$ cat config.mk
export PLATFORM = sky130hd
export DESIGN_NAME = nmea_rmc_sentence_parser
export DESIGN_NICKNAME = d
export VERILOG_FILES = /design/src/rtl/nrmc_pkg.sv /design/src/rtl/nmea_rmc_sentence_parser.sv /design/src/rtl/nrmc_core.sv /design/src/rtl/nrmc_skid.sv
export SDC_FILE = /design/constraint.sdc
export NUM_CORES = 1
export LEC_CHECK = 0
export BUFFER_PORTS_ARGS = -buffer_cell sky130_fd_sc_hd__buf_2
export CAP_MARGIN = 0
export CORE_MARGIN = 3
export CORE_UTILIZATION = 35
export DETAILED_ROUTE_END_ITERATION = 12
export PLACE_DENSITY = 0.59
export REMOVE_ABC_BUFFERS = 1
export SYNTH_ARGS = -nofsm -noshare
export SYNTH_HDL_FRONTEND = slang
export SYNTH_HIERARCHICAL = 1
export SYNTH_SLANG_ARGS = --single-unit
$ cat constraint.sdc
create_clock -name clk -period 11.75 [get_ports clk]
set_clock_uncertainty 0.15 [all_clocks]
set_input_delay 2.35 -clock clk [delete_from_list [all_inputs] [get_ports clk]]
set_output_delay 2.35 -clock clk [all_outputs]
set_load 0.01 [all_outputs]
$ cat src/rtl/nrmc_pkg.sv
// ----------------------------------------------------------------------------
// nrmc_pkg
// Shared constants, character codes and the result record type of the
// recommended-minimum GPS sentence parser.
// ----------------------------------------------------------------------------
package nrmc_pkg;

    localparam int MAX_DIGITS = 18;

    localparam int CHAR_W   = 8;
    localparam int ID_W     = 4;
    localparam int VALUE_W  = 60;
    localparam int COUNT_W  = 5;
    localparam int HEX_W    = 2;
    localparam int OUT_W    = 72;
    localparam int OUT_PAD_W = OUT_W - (VALUE_W + COUNT_W + 3);

    // Saturation value: MAX_DIGITS nines
    localparam logic [63:0] SAT_WIDE = (64'd10 ** MAX_DIGITS) - 64'd1;
    localparam logic [VALUE_W-1:0] SAT_VALUE = SAT_WIDE[VALUE_W-1:0];

    localparam logic [COUNT_W-1:0] MAX_DIGITS_C  = COUNT_W'(MAX_DIGITS);
    localparam logic [COUNT_W-1:0] HM_DIGITS     = COUNT_W'(4);
    localparam logic [COUNT_W-1:0] HOUR_DIGITS   = COUNT_W'(2);
    localparam logic [COUNT_W-1:0] DATE_DIGITS   = COUNT_W'(6);

    // Character codes
    localparam logic [CHAR_W-1:0] CH_DOLLAR = 8'h24;
    localparam logic [CHAR_W-1:0] CH_STAR   = 8'h2A;
    localparam logic [CHAR_W-1:0] CH_COMMA  = 8'h2C;
    localparam logic [CHAR_W-1:0] CH_POINT  = 8'h2E;
    localparam logic [CHAR_W-1:0] CH_ZERO   = 8'h30;
    localparam logic [CHAR_W-1:0] CH_NINE   = 8'h39;
    localparam logic [CHAR_W-1:0] CH_UPPER_A = 8'h41;
    localparam logic [CHAR_W-1:0] CH_UPPER_F = 8'h46;
    localparam logic [CHAR_W-1:0] CH_LOWER_A = 8'h61;
    localparam logic [CHAR_W-1:0] CH_LOWER_F = 8'h66;

    // Field positions, counted by commas after the address
    localparam logic [ID_W-1:0] FLD_TIME    = 4'd1;
    localparam logic [ID_W-1:0] FLD_STATUS  = 4'd2;
    localparam logic [ID_W-1:0] FLD_LAT     = 4'd3;
    localparam logic [ID_W-1:0] FLD_NS      = 4'd4;
    localparam logic [ID_W-1:0] FLD_LON     = 4'd5;
    localparam logic [ID_W-1:0] FLD_EW      = 4'd6;
    localparam logic [ID_W-1:0] FLD_SPEED   = 4'd7;
    localparam logic [ID_W-1:0] FLD_COURSE  = 4'd8;
    localparam logic [ID_W-1:0] FLD_DATE    = 4'd9;
    localparam logic [ID_W-1:0] FLD_MODE    = 4'd12;
    localparam logic [ID_W-1:0] FLD_NAVSTAT = 4'd13;
    localparam logic [ID_W-1:0] FLD_MAX     = 4'd15;

    // Result identifiers
    localparam logic [ID_W-1:0] ID_HOURS    = 4'd0;
    localparam logic [ID_W-1:0] ID_MINUTES  = 4'd1;
    localparam logic [ID_W-1:0] ID_SECONDS  = 4'd2;
    localparam logic [ID_W-1:0] ID_DAY      = 4'd10;
    localparam logic [ID_W-1:0] ID_MONTH    = 4'd11;
    localparam logic [ID_W-1:0] ID_YEAR     = 4'd12;
    localparam logic [ID_W-1:0] ID_CHECKSUM = 4'd15;

    typedef struct packed {
        logic [ID_W-1:0]    field_id;
        logic [VALUE_W-1:0] field_value;
        logic [COUNT_W-1:0] frac_digits;
        logic               is_empty;
        logic               overflowed;
        logic               checksum_ok;
        logic               last;
    } nrmc_result_t;

endpackage

$ cat src/rtl/nmea_rmc_sentence_parser.sv
// ----------------------------------------------------------------------------
// nmea_rmc_sentence_parser
// Streaming parser for recommended-minimum GPS sentences, one byte per beat.
// ----------------------------------------------------------------------------
// The block takes one ASCII byte per clock cycle while its skid stage is free,
// and returns at most one result per byte. A byte is held in the input
// register, and its result is then registered in the output register, or in
// the skid stage while the output is stalled. Each byte passes once through
// a short decode between the input register and the sentence state; the
// longest path is the 60-bit multiply-by-ten accumulate of a digit. The
// output register has a skid stage behind it, so one result can wait while
// the next byte is still taken. No clearing pass follows reset. A
// result beat carries the field value, its fraction digit count and the empty,
// overflow and checksum flags in tdata, the field identifier in tuser, and
// tlast on the checksum record that closes each sentence.
module nmea_rmc_sentence_parser (
    input  logic                            clk,
    input  logic                            rst_n,
    input  logic                            s_axis_tvalid,
    output logic                            s_axis_tready,
    input  logic [nrmc_pkg::CHAR_W-1:0]     s_axis_tdata,   // [7:0] char_in
    output logic                            m_axis_tvalid,
    input  logic                            m_axis_tready,
    // [59:0] field_value, [64:60] frac_digits, [65] is_empty,
    // [66] overflowed, [67] checksum_ok, [71:68] zero
    output logic [nrmc_pkg::OUT_W-1:0]      m_axis_tdata,
    output logic [nrmc_pkg::ID_W-1:0]       m_axis_tuser,   // [3:0] field_id
    output logic                            m_axis_tlast
);

    logic                           char_valid_reg;
    logic [nrmc_pkg::CHAR_W-1:0]    char_reg;
    logic                           core_ready;
    logic                           adv;
    logic                           res_valid;
    nrmc_pkg::nrmc_result_t         res;
    nrmc_pkg::nrmc_result_t         out_res;

    assign adv           = char_valid_reg && core_ready;
    assign s_axis_tready = !char_valid_reg || adv;

    // input register: hold a byte until the parser advances
    always_ff @(posedge clk or negedge rst_n)
    begin
        if (!rst_n)
        begin
            char_valid_reg <= 1'b0;
        end
        else if (s_axis_tready)
        begin
            char_valid_reg <= s_axis_tvalid;
        end
    end

    always_ff @(posedge clk)
    begin
        if (s_axis_tvalid && s_axis_tready)
        begin
            char_reg <= s_axis_tdata;
        end
    end

    nrmc_core u_core (
        .clk       (clk),
        .rst_n     (rst_n),
        .adv       (adv),
        .char_in   (char_reg),
        .res_valid (res_valid),
        .res       (res)
    );

    nrmc_skid u_skid (
        .clk       (clk),
        .rst_n     (rst_n),
        .in_valid  (adv && res_valid),
        .in_ready  (core_ready),
        .in_data   (res),
        .out_valid (m_axis_tvalid),
        .out_ready (m_axis_tready),
        .out_data  (out_res)
    );

    assign m_axis_tdata = {{nrmc_pkg::OUT_PAD_W{1'b0}}, out_res.checksum_ok,
                           out_res.overflowed, out_res.is_empty,
                           out_res.frac_digits, out_res.field_value};
    assign m_axis_tuser = out_res.field_id;
    assign m_axis_tlast = out_res.last;

endmodule

$ cat src/rtl/nrmc_core.sv
// ----------------------------------------------------------------------------
// nrmc_core
// Sentence state and single-pass decode of one byte into at most one result.
// ----------------------------------------------------------------------------
module nrmc_core (
    input  logic                             clk,
    input  logic                             rst_n,
    input  logic                             adv,
    input  logic [nrmc_pkg::CHAR_W-1:0]      char_in,
    output logic                             res_valid,
    output nrmc_pkg::nrmc_result_t           res
);

    logic                            in_sentence_reg, in_sentence_next;
    logic [nrmc_pkg::ID_W-1:0]       field_index_reg, field_index_next;
    logic [nrmc_pkg::VALUE_W-1:0]    digit_accum_reg, digit_accum_next;
    logic [nrmc_pkg::COUNT_W-1:0]    digit_count_reg, digit_count_next;
    logic [nrmc_pkg::COUNT_W-1:0]    frac_count_reg, frac_count_next;
    logic                            point_seen_reg, point_seen_next;
    logic [nrmc_pkg::CHAR_W-1:0]     char_hold_reg, char_hold_next;
    logic [nrmc_pkg::CHAR_W-1:0]     running_xor_reg, running_xor_next;
    logic                            in_checksum_reg, in_checksum_next;
    logic [nrmc_pkg::CHAR_W-1:0]     rx_checksum_reg, rx_checksum_next;
    logic [nrmc_pkg::HEX_W-1:0]      hex_count_reg, hex_count_next;
    logic                            overflow_flag_reg, overflow_flag_next;

    logic                            is_digit;
    logic                            is_hex;
    logic [3:0]                      digit;
    logic [3:0]                      hex_val;
    logic [nrmc_pkg::CHAR_W-1:0]     rx_shift;
    logic [nrmc_pkg::VALUE_W-1:0]    accum_x10;
    logic [nrmc_pkg::COUNT_W-1:0]    count_inc;
    logic [nrmc_pkg::COUNT_W-1:0]    count_plus;
    logic [nrmc_pkg::COUNT_W-1:0]    frac_inc;
    logic [nrmc_pkg::COUNT_W-1:0]    take_used;
    logic [nrmc_pkg::ID_W-1:0]       field_plus;
    logic                            end_valid;
    nrmc_pkg::nrmc_result_t          end_res;
    logic                            clear_field;
    logic                            clear_all;
    logic                            start;

    assign is_digit = (char_in >= nrmc_pkg::CH_ZERO) && (char_in <= nrmc_pkg::CH_NINE);
    assign digit    = char_in[3:0];
    assign is_hex   = is_digit
                   || ((char_in >= nrmc_pkg::CH_UPPER_A) && (char_in <= nrmc_pkg::CH_UPPER_F))
                   || ((char_in >= nrmc_pkg::CH_LOWER_A) && (char_in <= nrmc_pkg::CH_LOWER_F));
    // letters A-F and a-f share low nibbles 1..6
    assign hex_val  = is_digit ? char_in[3:0] : char_in[3:0] + 4'd9;
    assign rx_shift = {rx_checksum_reg[3:0], hex_val};

    // x*10 + d as two shifted copies and two adds
    assign accum_x10 = (digit_accum_reg << 3) + (digit_accum_reg << 1)
                     + nrmc_pkg::VALUE_W'(digit);
    assign count_plus = digit_count_reg + 5'd1;
    assign count_inc  = (digit_count_reg == '1) ? digit_count_reg : count_plus;
    assign frac_inc   = (frac_count_reg == '1) ? frac_count_reg : frac_count_reg + 5'd1;
    assign take_used  = (field_index_reg == nrmc_pkg::FLD_TIME)
                      ? digit_count_reg - nrmc_pkg::HM_DIGITS : digit_count_reg;
    assign field_plus = field_index_reg + 4'd1;

    // Result, if any, for the field that ends on ',' or '*'
    always_comb
    begin
        end_valid = 1'b0;
        end_res   = '0;
        case (field_index_reg)
            nrmc_pkg::FLD_TIME:
            begin
                end_valid            = 1'b1;
                end_res.field_id     = nrmc_pkg::ID_SECONDS;
                end_res.field_value  = (digit_count_reg > nrmc_pkg::HM_DIGITS)
                                     ? digit_accum_reg : '0;
                end_res.frac_digits  = frac_count_reg;
                end_res.is_empty     = !(digit_count_reg > nrmc_pkg::HM_DIGITS)
                                     && !point_seen_reg;
                end_res.overflowed   = overflow_flag_reg;
            end
            nrmc_pkg::FLD_STATUS, nrmc_pkg::FLD_NS, nrmc_pkg::FLD_EW,
            nrmc_pkg::FLD_MODE, nrmc_pkg::FLD_NAVSTAT:
            begin
                // result ids of these fields sit one above their position
                end_valid            = 1'b1;
                end_res.field_id     = field_plus;
                end_res.field_value  = nrmc_pkg::VALUE_W'(char_hold_reg);
                end_res.is_empty     = (digit_count_reg == '0);
            end
            nrmc_pkg::FLD_LAT, nrmc_pkg::FLD_LON, nrmc_pkg::FLD_SPEED,
            nrmc_pkg::FLD_COURSE:
            begin
                end_valid            = 1'b1;
                end_res.field_id     = field_plus;
                end_res.field_value  = digit_accum_reg;
                end_res.frac_digits  = frac_count_reg;
                end_res.is_empty     = (digit_count_reg == '0) && !point_seen_reg;
                end_res.overflowed   = overflow_flag_reg;
            end
            default:
            begin
                end_valid = 1'b0;
            end
        endcase
    end

    always_comb
    begin
        in_sentence_next   = in_sentence_reg;
        field_index_next   = field_index_reg;
        digit_accum_next   = digit_accum_reg;
        digit_count_next   = digit_count_reg;
        frac_count_next    = frac_count_reg;
        point_seen_next    = point_seen_reg;
        char_hold_next     = char_hold_reg;
        running_xor_next   = running_xor_reg;
        in_checksum_next   = in_checksum_reg;
        rx_checksum_next   = rx_checksum_reg;
        hex_count_next     = hex_count_reg;
        overflow_flag_next = overflow_flag_reg;
        res_valid          = 1'b0;
        res                = '0;
        clear_field        = 1'b0;
        clear_all          = 1'b0;
        start              = 1'b0;

        if (adv)
        begin
            if (char_in == nrmc_pkg::CH_DOLLAR)
            begin
                clear_all = 1'b1;
                start     = 1'b1;
            end
            else if (in_sentence_reg)
            begin
                if (in_checksum_reg)
                begin
                    if (is_hex && (hex_count_reg == '0))
                    begin
                        rx_checksum_next = rx_shift;
                        hex_count_next   = 2'd1;
                    end
                    else
                    begin
                        // second digit or a bad byte closes the sentence
                        res_valid         = 1'b1;
                        res.field_id      = nrmc_pkg::ID_CHECKSUM;
                        res.last          = 1'b1;
                        if (is_hex)
                        begin
                            res.field_value = nrmc_pkg::VALUE_W'(rx_shift);
                            res.checksum_ok = (rx_shift == running_xor_reg);
                        end
                        else
                        begin
                            res.field_value = nrmc_pkg::VALUE_W'(rx_checksum_reg);
                            res.is_empty    = (hex_count_reg == '0);
                        end
                        clear_all = 1'b1;
                    end
                end
                else if (char_in == nrmc_pkg::CH_STAR)
                begin
                    res_valid        = end_valid;
                    res              = end_res;
                    clear_field      = 1'b1;
                    in_checksum_next = 1'b1;
                    hex_count_next   = '0;
                    rx_checksum_next = '0;
                end
                else
                begin
                    running_xor_next = running_xor_reg ^ char_in;
                    if (char_in == nrmc_pkg::CH_COMMA)
                    begin
                        res_valid   = end_valid;
                        res         = end_res;
                        clear_field = 1'b1;
                        if (field_index_reg != nrmc_pkg::FLD_MAX)
                        begin
                            field_index_next = field_plus;
                        end
                    end
                    else
                    begin
                        case (field_index_reg)
                            nrmc_pkg::FLD_TIME, nrmc_pkg::FLD_LAT, nrmc_pkg::FLD_LON,
                            nrmc_pkg::FLD_SPEED, nrmc_pkg::FLD_COURSE:
                            begin
                                if (char_in == nrmc_pkg::CH_POINT)
                                begin
                                    point_seen_next = 1'b1;
                                end
                                else if (is_digit && (field_index_reg == nrmc_pkg::FLD_TIME)
                                         && (digit_count_reg < nrmc_pkg::HM_DIGITS))
                                begin
                                    // hours and minutes
                                    digit_accum_next = accum_x10;
                                    digit_count_next = count_plus;
                                    if ((count_plus == nrmc_pkg::HOUR_DIGITS)
                                        || (count_plus == nrmc_pkg::HM_DIGITS))
                                    begin
                                        res_valid        = 1'b1;
                                        res.field_id     = (count_plus == nrmc_pkg::HOUR_DIGITS)
                                                         ? nrmc_pkg::ID_HOURS
                                                         : nrmc_pkg::ID_MINUTES;
                                        res.field_value  = accum_x10;
                                        digit_accum_next = '0;
                                    end
                                end
                                else if (is_digit)
                                begin
                                    if (take_used >= nrmc_pkg::MAX_DIGITS_C)
                                    begin
                                        overflow_flag_next = 1'b1;
                                        digit_accum_next   = nrmc_pkg::SAT_VALUE;
                                    end
                                    else
                                    begin
                                        digit_accum_next = accum_x10;
                                        digit_count_next = count_inc;
                                        if (point_seen_reg)
                                        begin
                                            frac_count_next = frac_inc;
                                        end
                                    end
                                end
                            end
                            nrmc_pkg::FLD_DATE:
                            begin
                                if (is_digit && (digit_count_reg < nrmc_pkg::DATE_DIGITS))
                                begin
                                    digit_accum_next = accum_x10;
                                    digit_count_next = count_plus;
                                    if (!count_plus[0])
                                    begin
                                        res_valid        = 1'b1;
                                        res.field_value  = accum_x10;
                                        digit_accum_next = '0;
                                        if (count_plus == nrmc_pkg::HOUR_DIGITS)
                                        begin
                                            res.field_id = nrmc_pkg::ID_DAY;
                                        end
                                        else if (count_plus == nrmc_pkg::HM_DIGITS)
                                        begin
                                            res.field_id = nrmc_pkg::ID_MONTH;
                                        end
                                        else
                                        begin
                                            res.field_id = nrmc_pkg::ID_YEAR;
                                        end
                                    end
                                end
                            end
                            nrmc_pkg::FLD_STATUS, nrmc_pkg::FLD_NS, nrmc_pkg::FLD_EW,
                            nrmc_pkg::FLD_MODE, nrmc_pkg::FLD_NAVSTAT:
                            begin
                                // keep the first byte only
                                if (digit_count_reg == '0)
                                begin
                                    char_hold_next = char_in;
                                end
                                digit_count_next = count_inc;
                            end
                            default:
                            begin
                                digit_count_next = digit_count_reg;
                            end
                        endcase
                    end
                end
            end
        end

        if (clear_field || clear_all)
        begin
            digit_accum_next   = '0;
            digit_count_next   = '0;
            frac_count_next    = '0;
            point_seen_next    = 1'b0;
            char_hold_next     = '0;
            overflow_flag_next = 1'b0;
        end
        if (clear_all)
        begin
            in_sentence_next = 1'b0;
            field_index_next = '0;
            running_xor_next = '0;
            in_checksum_next = 1'b0;
            rx_checksum_next = '0;
            hex_count_next   = '0;
        end
        if (start)
        begin
            in_sentence_next = 1'b1;
        end
    end

    always_ff @(posedge clk or negedge rst_n)
    begin
        if (!rst_n)
        begin
            in_sentence_reg   <= 1'b0;
            field_index_reg   <= '0;
            digit_accum_reg   <= '0;
            digit_count_reg   <= '0;
            frac_count_reg    <= '0;
            point_seen_reg    <= 1'b0;
            char_hold_reg     <= '0;
            running_xor_reg   <= '0;
            in_checksum_reg   <= 1'b0;
            rx_checksum_reg   <= '0;
            hex_count_reg     <= '0;
            overflow_flag_reg <= 1'b0;
        end
        else
        begin
            in_sentence_reg   <= in_sentence_next;
            field_index_reg   <= field_index_next;
            digit_accum_reg   <= digit_accum_next;
            digit_count_reg   <= digit_count_next;
            frac_count_reg    <= frac_count_next;
            point_seen_reg    <= point_seen_next;
            char_hold_reg     <= char_hold_next;
            running_xor_reg   <= running_xor_next;
            in_checksum_reg   <= in_checksum_next;
            rx_checksum_reg   <= rx_checksum_next;
            hex_count_reg     <= hex_count_next;
            overflow_flag_reg <= overflow_flag_next;
        end
    end

    a_idle_clean: assert property (@(posedge clk) disable iff (!rst_n)
        !in_sentence_reg |-> (!in_checksum_reg && (field_index_reg == '0)))
        else $error("field state left over outside a sentence");

    a_hex_count: assert property (@(posedge clk) disable iff (!rst_n)
        in_checksum_reg |-> (hex_count_reg <= 2'd1))
        else $error("checksum digit count out of range");

    a_start: assert property (@(posedge clk) disable iff (!rst_n)
        (adv && (char_in == nrmc_pkg::CH_DOLLAR)) |=>
            (in_sentence_reg && !in_checksum_reg && (field_index_reg == '0)))
        else $error("sentence start did not reset the parser");

endmodule

$ cat src/rtl/nrmc_skid.sv
// ----------------------------------------------------------------------------
// nrmc_skid
// Output register with a skid stage so the parser can still hand over one more
// result after the downstream side stalls.
// ----------------------------------------------------------------------------
module nrmc_skid (
    input  logic                    clk,
    input  logic                    rst_n,
    input  logic                    in_valid,
    output logic                    in_ready,
    input  nrmc_pkg::nrmc_result_t  in_data,
    output logic                    out_valid,
    input  logic                    out_ready,
    output nrmc_pkg::nrmc_result_t  out_data
);

    logic                   out_valid_reg;
    nrmc_pkg::nrmc_result_t out_data_reg;
    logic                   skid_valid_reg;
    nrmc_pkg::nrmc_result_t skid_data_reg;
    logic                   push;
    logic                   out_free;

    assign in_ready  = !skid_valid_reg;
    assign push      = in_valid && !skid_valid_reg;
    assign out_free  = !out_valid_reg || out_ready;
    assign out_valid = out_valid_reg;
    assign out_data  = out_data_reg;

    always_ff @(posedge clk or negedge rst_n)
    begin
        if (!rst_n)
        begin
            out_valid_reg  <= 1'b0;
            skid_valid_reg <= 1'b0;
        end
        else if (out_free)
        begin
            if (skid_valid_reg)
            begin
                out_valid_reg  <= 1'b1;
                skid_valid_reg <= 1'b0;
            end
            else
            begin
                out_valid_reg <= push;
            end
        end
        else if (push)
        begin
            skid_valid_reg <= 1'b1;
        end
    end

    always_ff @(posedge clk)
    begin
        if (out_free)
        begin
            out_data_reg <= skid_valid_reg ? skid_data_reg : in_data;
        end
        else if (push)
        begin
            skid_data_reg <= in_data;
        end
    end

    a_skid_behind_out: assert property (@(posedge clk) disable iff (!rst_n)
        skid_valid_reg |-> out_valid_reg)
        else $error("skid stage holds a beat while the output register is empty");

endmodule
=== After elaboration in Yosys (flattened, before gate mapping) ===
Index checks and enable logic that the tools add are counted.

* Bits in registers: 261
* Bits in latches: 0
* Memories: 0
* Logic and storage cells: 317
* ROM bits: 0
* Output and inout port bits: 79
* Input port bits: 12
* RAM bits: 0

* Mux-type cells: 172
* Reductions and logical operators: 59
* Shift operators: 0
* Equality and inequality tests: 37
* Multipliers: 0
* Add/sub/neg operators: 7
* Bitwise gates (word level): 2
* $lt $le $gt $ge: 10
* Div/mod/pow operators: 0

{| class="wikitable"
|+ Operators by type and width
! kind !! number
|-
| 60-bit two-way mux || 15
|-
| 64-bit two-way mux || 8
|-
| 73-bit two-way mux || 5
|-
| 64-bit one-hot mux with 3 select lines || 1
|-
| 8-bit two-way mux || 23
|-
| 5-bit two-way mux || 30
|-
| 64-bit one-hot mux with 2 select lines || 1
|-
| 60-bit one-hot mux with 2 select lines || 1
|-
| 1-bit two-way mux || 64
|-
| 60-bit by 4-bit adder with 60-bit output || 1
|-
| 60-bit adder || 1
|-
| 4-bit two-way mux || 10
|-
| 8-bit by 6-bit == test with 1-bit output (second input constant) || 4
|-
| 2-bit nonzero test || 15
|-
| 11-bit AND reduction || 2
|-
| 2-bit two-way mux || 9
|-
| 2-bit != test (second input constant) || 9
|-
| 4-bit by 3-bit == test with 1-bit output (second input constant) || 4
|-
| 4-bit == test (second input constant) || 4
|-
| 8-bit by 7-bit >= comparator with 1-bit output (second input constant) || 2
|-
| 8-bit by 7-bit <= comparator with 1-bit output (second input constant) || 2
|-
| 8-bit AND reduction || 2
|-
| 5-bit one-hot mux with 3 select lines || 1
|-
| 1-bit logical AND || 13
|-
| other kinds (42) || 60
|}

=== Logic depth before layout (Yosys ltp) ===
Gate-level depths: netlist (run 1).

* Depth after elaboration: 17
* Mapped depth: 15
* Mapped depth without buffers: 15

=== By module ===
The synthesis (run 1) kept the hierarchy.

{| class="wikitable"
|+ By module, submodules not included
! module !! area each (um^2) !! times used !! cells each !! sequential area each (um^2)
|-
| nrmc_core || 10,094.7 || 1 || 1,224 || 2,577.5
|-
| nrmc_skid || 5,465.2 || 1 || 235 || 4,434.3
|-
| nmea_rmc_sentence_parser || 340.3 || 1 || 19 || 265.3
|}

=== Worst setup path before layout (run 1) ===
No wires, ideal clock.

* Path kind: in2reg
* Start point: in m_axis_tready
* End point: reg u_skid/skid_data_reg[0] (netlist bit) (enable)
* Buffers on the path: 0
* Path slack: 1,374 ps
* Arrival time: 9,617 ps
* Required time: 10,991 ps
* Setup time: 609 ps
* Stages on the path: 2
* Cells stage by stage: nand2b_1 -> nor3b_1

* Word-level cells in the longest chain between the ends: 3

{| class="wikitable"
|+ RTL lines
! element !! RTL line !! text
|-
| start, declared || nmea_rmc_sentence_parser.sv:23 || <nowiki>input logic m_axis_tready,</nowiki>
|-
| 1-bit logical OR || nrmc_skid.sv:26 || <nowiki>assign out_free = !out_valid_reg || out_ready;</nowiki>
|-
| 1-bit NOT (no line) || - ||
|-
| 2-bit AND reduction (no line) || - ||
|-
| end signal, assigned || nrmc_skid.sv:63 || <nowiki>skid_data_reg <= in_data;</nowiki>
|-
| end, declared || nrmc_skid.sv:20 || <nowiki>nrmc_pkg::nrmc_result_t skid_data_reg;</nowiki>
|}

Every way passes these cells.
A chain may end at the register's enable or synchronous reset.

=== Worst setup path after layout (run 1) ===
* Start point: reg char_reg[0] (netlist bit)
* End point: reg u_core/digit_accum_reg[58] (netlist bit)

* Word-level cells in the longest chain between the ends: 14
* Elaborated cells between the ends (all ways): 58
* Classes of those cells: 1 x add/sub; 6 x order compare; 11 x eq/ne; 26 x mux; 14 x reduce/logical

{| class="wikitable"
|+ RTL lines
! element !! RTL line !! text
|-
| start, declared || nmea_rmc_sentence_parser.sv:32 || <nowiki>logic [nrmc_pkg::CHAR_W-1:0] char_reg;</nowiki>
|-
| start signal, assigned || nmea_rmc_sentence_parser.sv:59 || <nowiki>char_reg <= s_axis_tdata;</nowiki>
|-
| branches (longest 14 deep; another with 60-bit by 4-bit adder with 60-bit output) || - ||
|-
| end signal, assigned || nrmc_core.sv:319 || <nowiki>digit_accum_reg <= digit_accum_next;</nowiki>
|-
| end, declared || nrmc_core.sv:16 || <nowiki>logic [nrmc_pkg::VALUE_W-1:0] digit_accum_reg, digit_accum_next;</nowiki>
|}

Parallel ways; which one is timed is not known. The select of a mux whose other input is x is not followed.

==> summary.txt, run 1 <==
Outcome
  – Status: completed

Timing
  – Final Max Slew Viols: 0
  – Setup tns final: 0 ns
  – Final hold vios: 0
  – RSZ-0062 raised after global routing: no
  – Fin crit share: between 40% and 50%
  – Final min period: between 4 and 5 ns
  – Setup violators final: 0
  – Worst slew pin tran: around 1.2 ns
  – Fmax: between 200 and 250 MHz
  – Max-slew headroom: around 20%

Floorplanning
  – FP Rows: 77
  – Die W: about 220 um
  – Core area: ~0.045 mm2
  – Die area: between 0.04 and 0.05 mm2
  – Die Height: around 220 um
  – Ports: just over 90
  – Starting Density: 35.7%

Synthesis
  – Mapped Cells: 1478
  – Most area-consuming cells after synthesis: edfxtp_1 29%, dfrtp_1 17%, ha_1 11%
  – Cell Area, Synth: between 0.015 and 0.02 mm2
  – Post-synth top cells: 154 x edfxtp_1, 144 x nand2_1, 135 x ha_1, 106 x dfrtp_1, 102 x nor2_1
  – Yosys top cell area share: approximately 29%
  – Synth Flop Type: edfxtp_1
  – Mean post-synth cell area: approximately 11 um2
  – Yosys warnings: 6
  – Number of flops mapped to enable cells by yosys: 154
  – Sequential element share of the synthesized area: between 40% and 50%
  – Synth area leader: edfxtp_1
  – Most frequent cell after synthesis: edfxtp_1
  – Async S/R FF share, synth: around 41%
  – Yosys reg bits: 260
  – Synth unique cells: between 80 and 90

Critical path
  – CP max-delay cell: nor3_2
  – Worst path required time: around 12 ns
  – Top delay family on crit path: compound AO/OA/AOI/OAI gates
  – Worst r2r src: char_reg[0]
  – Crit-path cells: inv_1 > ha_1 > o21ba_2 > o2111a_1 > nor2_2 > nor2_2 > a21o_1 > o21ai_2 > o21ai_4 > buf_4 > nor3_2 > a21o_1 > a31o_2
  – CP max stage delay: 0.94 ns
  – Reg2Reg Depth: 13
  – CP max FO: about 60
  – Critical Path Start Type: flop
  – CP Buf/Inv Count: 2
  – R2r endpoint: u_core/digit_accum_reg[58]
  – Flop2flop setup slack: slightly below 7 ns
  – Crit path DAT: ~5.3 ns
  – Crit Path Class: reg2reg
  – Nature of the critical path endpoint: flop

Finish
  – Layout cells sized above 1: 15.9%
  – Fin nets: about 1700
  – Fillers: about 4300
  – Layout Cells excl Fill: between 2000 and 2500
  – Syn-to-layout area delta: 12.8%
  – Ant diodes: 0

Clocking
  – Clock slew at reported path FFs: around 0.060 ns
  – # Post-CTS Setup Buffers: 0
  – CTS tree: built
  – Clock Latency Late Sink: roughly 0.57 ns
  – Clk root buf: clkbuf_16
  – Bufs on Longest Clock Path: 3
  – Post-CTS Hold Buffers: 0
  – H-tree lvl count: 1
  – CTS resizes: 0
  – CTS Sinks: 260
  – CTS Buf Count: 28

Placement
  – GPL Wtd Cong: roughly 0.90
  – PortBufs: 86
  – Cells after DPL: around 2100
  – DP Wirelength: roughly 28 mm

Detailed routing
  – Final WL: between 30 and 40 mm
  – Routed Antenna Nets: 0
  – DRT iter0 DRCs: ~800
  – Via count: 11700
  – # DRC: 0
  – Vias per cell: about 5.4
  – Drt first pass iters: 5
  – Post-DR wirelength/cell: roughly 18 um

Power and ir drop
  – P_leak: 8.50 nW
  – VDD IR max: 0.0000933 V
  – P per Cell Area: roughly 120 mW/mm2

Worst hold path
  – Hold path cells: 1
  – Worst min path class: reg2reg
  – Worst min-delay path startpoint: u_core/rx_checksum_reg[4]
  – WHS Endpoint: u_core/rx_checksum_reg[4]

Run
  – Total of max-cap violations: 0

GRT
  – Initial antenna violation count: 0
  – GRT Residual Overflow: 0
  – First-pass GRT wire length: about 63 mm
  – GRT Util Overall: ~16%
  – Pin count of the biggest net entering global routing: roughly 70
  – Vias in the first global route: approximately 12000
## final cells by class
| type | instances | area, um2 | share of cell area (%) |
|---|---|---|---|
| flip-flops and latches | 260 | 7280 | 40.6 |
| well taps | 592 | 741 | 4.13 |
| clock buffers | 33 | 781 | 4.35 |
| multi-input cells | 1105 | 8160 | 45.5 |
| clock inverters | 19 | 299 | 1.67 |
| inverters | 45 | 169 | 0.942 |
| repair buffers | 96 | 508 | 2.83 |
## worst max-delay path by stage
stage	cells past startpoint	to	slack [ns]	from
after floorplan	2	u_skid/skid_data_reg[0]	1.38	m_axis_tready
after global placement	13	u_core/digit_accum_reg[0]	7.05	char_reg[0]
after global routing	13	u_core/digit_accum_reg[58]	6.52	char_reg[0]
final	13	u_core/digit_accum_reg[58]	6.84	char_reg[0]
after detailed placement	13	u_core/digit_accum_reg[58]	6.89	char_reg[0]
after CTS	13	u_core/digit_accum_reg[58]	6.88	char_reg[0]
## cell usage in the layout (no fill, tap or decap), types with 14 or more instances in the layout
cell type / instances
edfxtp_1: 154
nand2_1: 144
ha_1: 135
dfrtp_1: 105
nor2_1: 101
o21ai_0: 90
a21oi_1: 86
buf_2: 85
a22o_1: 52
inv_1: 45
xor2_1: 40
xnor2_1: 39
mux2_2: 37
nand3_1: 35
mux2_4: 30
clkbuf_16: 29
a21o_1: 24
a22oi_1: 22
nor3_1: 19
a221o_1: 18
nand4_1: 14
## worst register-to-register path, delay by kind of cell, from the launching register on
family | cells | cell delay [ns]
buf+inv | 2 | 0.48
fa+ha+maj | 1 | 0.25
flops | 1 | 0.50
simple gates | 3 | 1.73
compound gates | 7 | 1.72
## where the power goes
| part | switching (mW) | internal (mW) | total, mW |
|---|---|---|---|
| combinational | 0.0501 | 0.0362 | 0.0863 |
| sequential | 0.0264 | 0.983 | 1.01 |
| clock | 0.375 | 0.648 | 1.02 |
## layer usage
| metal | vias up | GRT usage (%) | wire (um) |
|---|---|---|---|
| met5 | - | 0 | 0 |
| li1 | 5617 | - | - |
| met1 | 5771 | 21.6 | 17900 |
| met4 | 0 | 5.01 | 1030 |
| met2 | 246 | 27.3 | 18800 |
| met3 | 63 | 1.99 | 1630 |
## kinds of logic (layout without fill, tap and decap cells)
| group | after synthesis | after routing | share of synthesized area (%) |
|---|---|---|---|
| AND/OR/NAND/NOR | 403 | 403 | 12.0 |
| AO/OA/AOI/OAI | 401 | 401 | 17.3 |
| flip-flops | 260 | 260 | 45.8 |
| adder cells (fa/ha/maj) | 137 | 137 | 10.9 |
| buffers and inverters | 116 | 193 | 3.25 |
| multiplexers | 81 | 81 | 6.39 |
| XOR/XNOR | 79 | 79 | 4.35 |
| other | 1 | 4 | 0.0236 |
## per-stage QoR
stage          hold WS, ns  total power, mW  setup WS (ns)  utilization [%]  cell area, um2
2_1_floorplan        0.304             1.08           1.38                -           15600
5_1_grt              0.396             2.19           6.52             40.3           17900
3_5_place_dp         0.341             1.11           6.89             37.9           16900
4_1_cts              0.360             2.15           6.88             40.3           17900
6_report             0.360             2.12           6.84             40.3           17900
3_3_place_gp         0.338             1.11           7.05             37.9           16900
No activity file was read; power rests on OpenSTA's default activity.
==> run 2, diff against run 1 <==
PLACE_DENSITY = 0.6   (was 0.59)
clock period = 4.1 ns   (was 11.75 ns; I/O delays follow)
==> summary.txt, run 2 (synthesis gave the netlist of run 1 again) <==
Timing
  – Final hold vios: 0
  – RSZ-0062 raised after global routing: yes
  – Final Max Slew Viols: 0
  – Final min period: approximately 4.0 ns
  – Worst slew pin tran: 0.805 ns
  – Max-slew headroom: ~46%
  – Fin crit share: just under 100%
  – Setup violators final: 0
  – Fmax: ~250 MHz

Clocking
  – Clk root buf: clkbuf_16
  – CTS tree: built
  – H-tree lvl count: 1
  – Bufs on Longest Clock Path: 3
  – CTS Sinks: 260
  – Clock Latency Late Sink: 0.57 ns
  – Clock slew at reported path FFs: 0.07 ns
  – CTS Buf Count: 30

Detailed routing
  – Drt first pass iters: 6
  – Final WL: between 40 and 50 mm
  – Routed Antenna Nets: 0
  – # DRC: 0
  – DRT iter0 DRCs: roughly 800
  – Via count: around 12000
  – Vias per cell: ~5.5
  – Post-DR wirelength/cell: ~19 um

Finish
  – Fin nets: 1749
  – Most frequent cells in the layout: 154 x edfxtp_1, 144 x nand2_1, 126 x ha_1, 105 x dfrtp_1, 101 x nor2_1
  – Layout Cells excl Fill: ~2200
  – Syn-to-layout area delta: 16.5%
  – Most common cell after layout, fill and taps aside: edfxtp_1
  – Ant diodes: 0
  – Layout cells sized above 1: about a fifth

Worst hold path
  – Worst min path class: in2async

Floorplanning
  – Ports: a little over 90
  – Core area: ~0.045 mm2
  – Starting Density: between 30% and 40%
  – Die W: around 220 um
  – Die area: 0.0480 mm2
  – Die Height: between 200 and 250 um
  – FP Rows: 77

Critical path
  – CP max stage delay: approximately 0.42 ns
  – Top delay family on crit path: compound AO/OA/AOI/OAI gates
  – CP max FO: 5
  – Worst path required time: approximately 4.3 ns
  – Worst path most repeated cell: a211oi_2
  – CP max-delay cell: dfrtp_1
  – Crit path DAT: 4.16 ns
  – Critical Path Start Type: flop
  – Crit-path cells: ha_1 > ha_2 > a21o_1 > a31o_1 > a221o_1 > a21bo_1 > a211oi_2 > a211oi_2 > buf_4 > o2111ai_4 > a21oi_2 > or3_1 > a32o_1 > mux2_4
  – CP Buf/Inv Count: 1
  – Crit Path Class: reg2reg
  – Nature of the critical path endpoint: flop

Placement
  – PortBufs: 86
  – DP Wirelength: slightly below 30 mm
  – Cells after DPL: about 2200
  – GPL Wtd Cong: 0.900

Power and ir drop
  – P per Cell Area: 313 mW/mm2
  – P_leak: roughly 8.8 nW
  – VDD IR max: 0.000380 V
  – Power consumption: approximately 5.8 mW

GRT
  – GRT Util Overall: 16.7%
  – Pin count of the biggest net entering global routing: just over 60
  – First-pass GRT wire length: between 60 and 70 mm
  – Initial antenna violation count: 0
  – GRT Residual Overflow: 0
  – Vias in the first global route: roughly 12000

Outcome
  – Status: completed

Run
  – Total of max-cap violations: 0
[run 2: changes by cell type in the layout (fill, tap and decap cells not counted), sizes merged]
cell	change
buf	+62
clkinvlp	+2
bufinv	-6
clkinv	+3
clkbuf	+5
[run 2: what timing repair did]
item / CTS / global route
setup endpoints to repair: 2 / 20
hold buffers: 0 / 0
pin swaps: 2 / 18
endpoints found under the hold margin: 0 / 0
setup buffers: 0 / 7
gates resized for setup: 2 / 34
gates cloned: 0 / 0
[run 2: worst reg2reg max path: cells and delay by family (launching register included)]
family / cells / cell delay, ns
flops: 1 / 0.42
compound gates: 9 / 1.90
simple gates: 1 / 0.34
mux: 1 / 0.26
buf+inv: 1 / 0.15
fa+ha+maj: 2 / 0.52
[run 2: path summary, 6_finish.rpt]
check,startpoint,slack [ns],to,cells past startpoint
min in group clk,s_axis_tdata[6],0.27,char_reg[6],1
max in group asynchronous,rst_n,2.74,u_core/digit_accum_reg[33],2
hold reg to reg,u_core/rx_checksum_reg[7],0.36,u_core/rx_checksum_reg[7],1
setup reg to reg,u_core/digit_accum_reg[16],0.11,u_skid/out_data[61],14
setup / recovery,u_core/digit_accum_reg[16],0.11,u_skid/out_data[61],14
hold / removal,rst_n,0.16,u_skid/skid_valid_reg,1
[run 2: report_power, final]
group          switching (mW)  leakage [nW]  internal [mW]
logic                   0.144          5.00          0.109
clock network            1.11         0.465           1.54
registers              0.0711          3.29           2.82
total                    1.33          8.76           4.47
[run 2: per-layer routing]
layer | up-vias | part of all wire [%] | GRT usage (%)
met5 | - | 0 | 0
met4 | 0 | 2.8 | 4.75
met3 | 64 | 4.3 | 2.26
met2 | 314 | 47 | 27.7
met1 | 5962 | 46 | 22.9
li1 | 5749 | - | -
[run 2: final cells by class]
cell class,instances,area [um2]
Clock buffer,38,822
Sequential cell,260,7280
Multi-Input combinational cell,1105,8330
Fill cell,4298,26000
Inverter,45,169
Tap cell,592,741
Timing Repair Buffer,158,1020
Clock inverter,18,154
[run 2: metrics by stage]
step / cell area [um2] / setup TNS [ns] / utilization (%) / hold slack (ns) / worst slack (ns)
2_1_floorplan: 15600 / -492.81 / - / 0.304 / -4.74
3_3_place_gp: 17300 / -0.0130 / 38.9 / 0.339 / -0.0130
3_5_place_dp: 17300 / -0.0411 / 38.9 / 0.346 / -0.0260
4_1_cts: 18300 / 0 / 41.1 / 0.182 / 0.00370
5_1_grt: 18500 / -0.104 / 41.6 / 0.207 / -0.0375
6_report: 18500 / 0 / 41.6 / 0.157 / 0.107
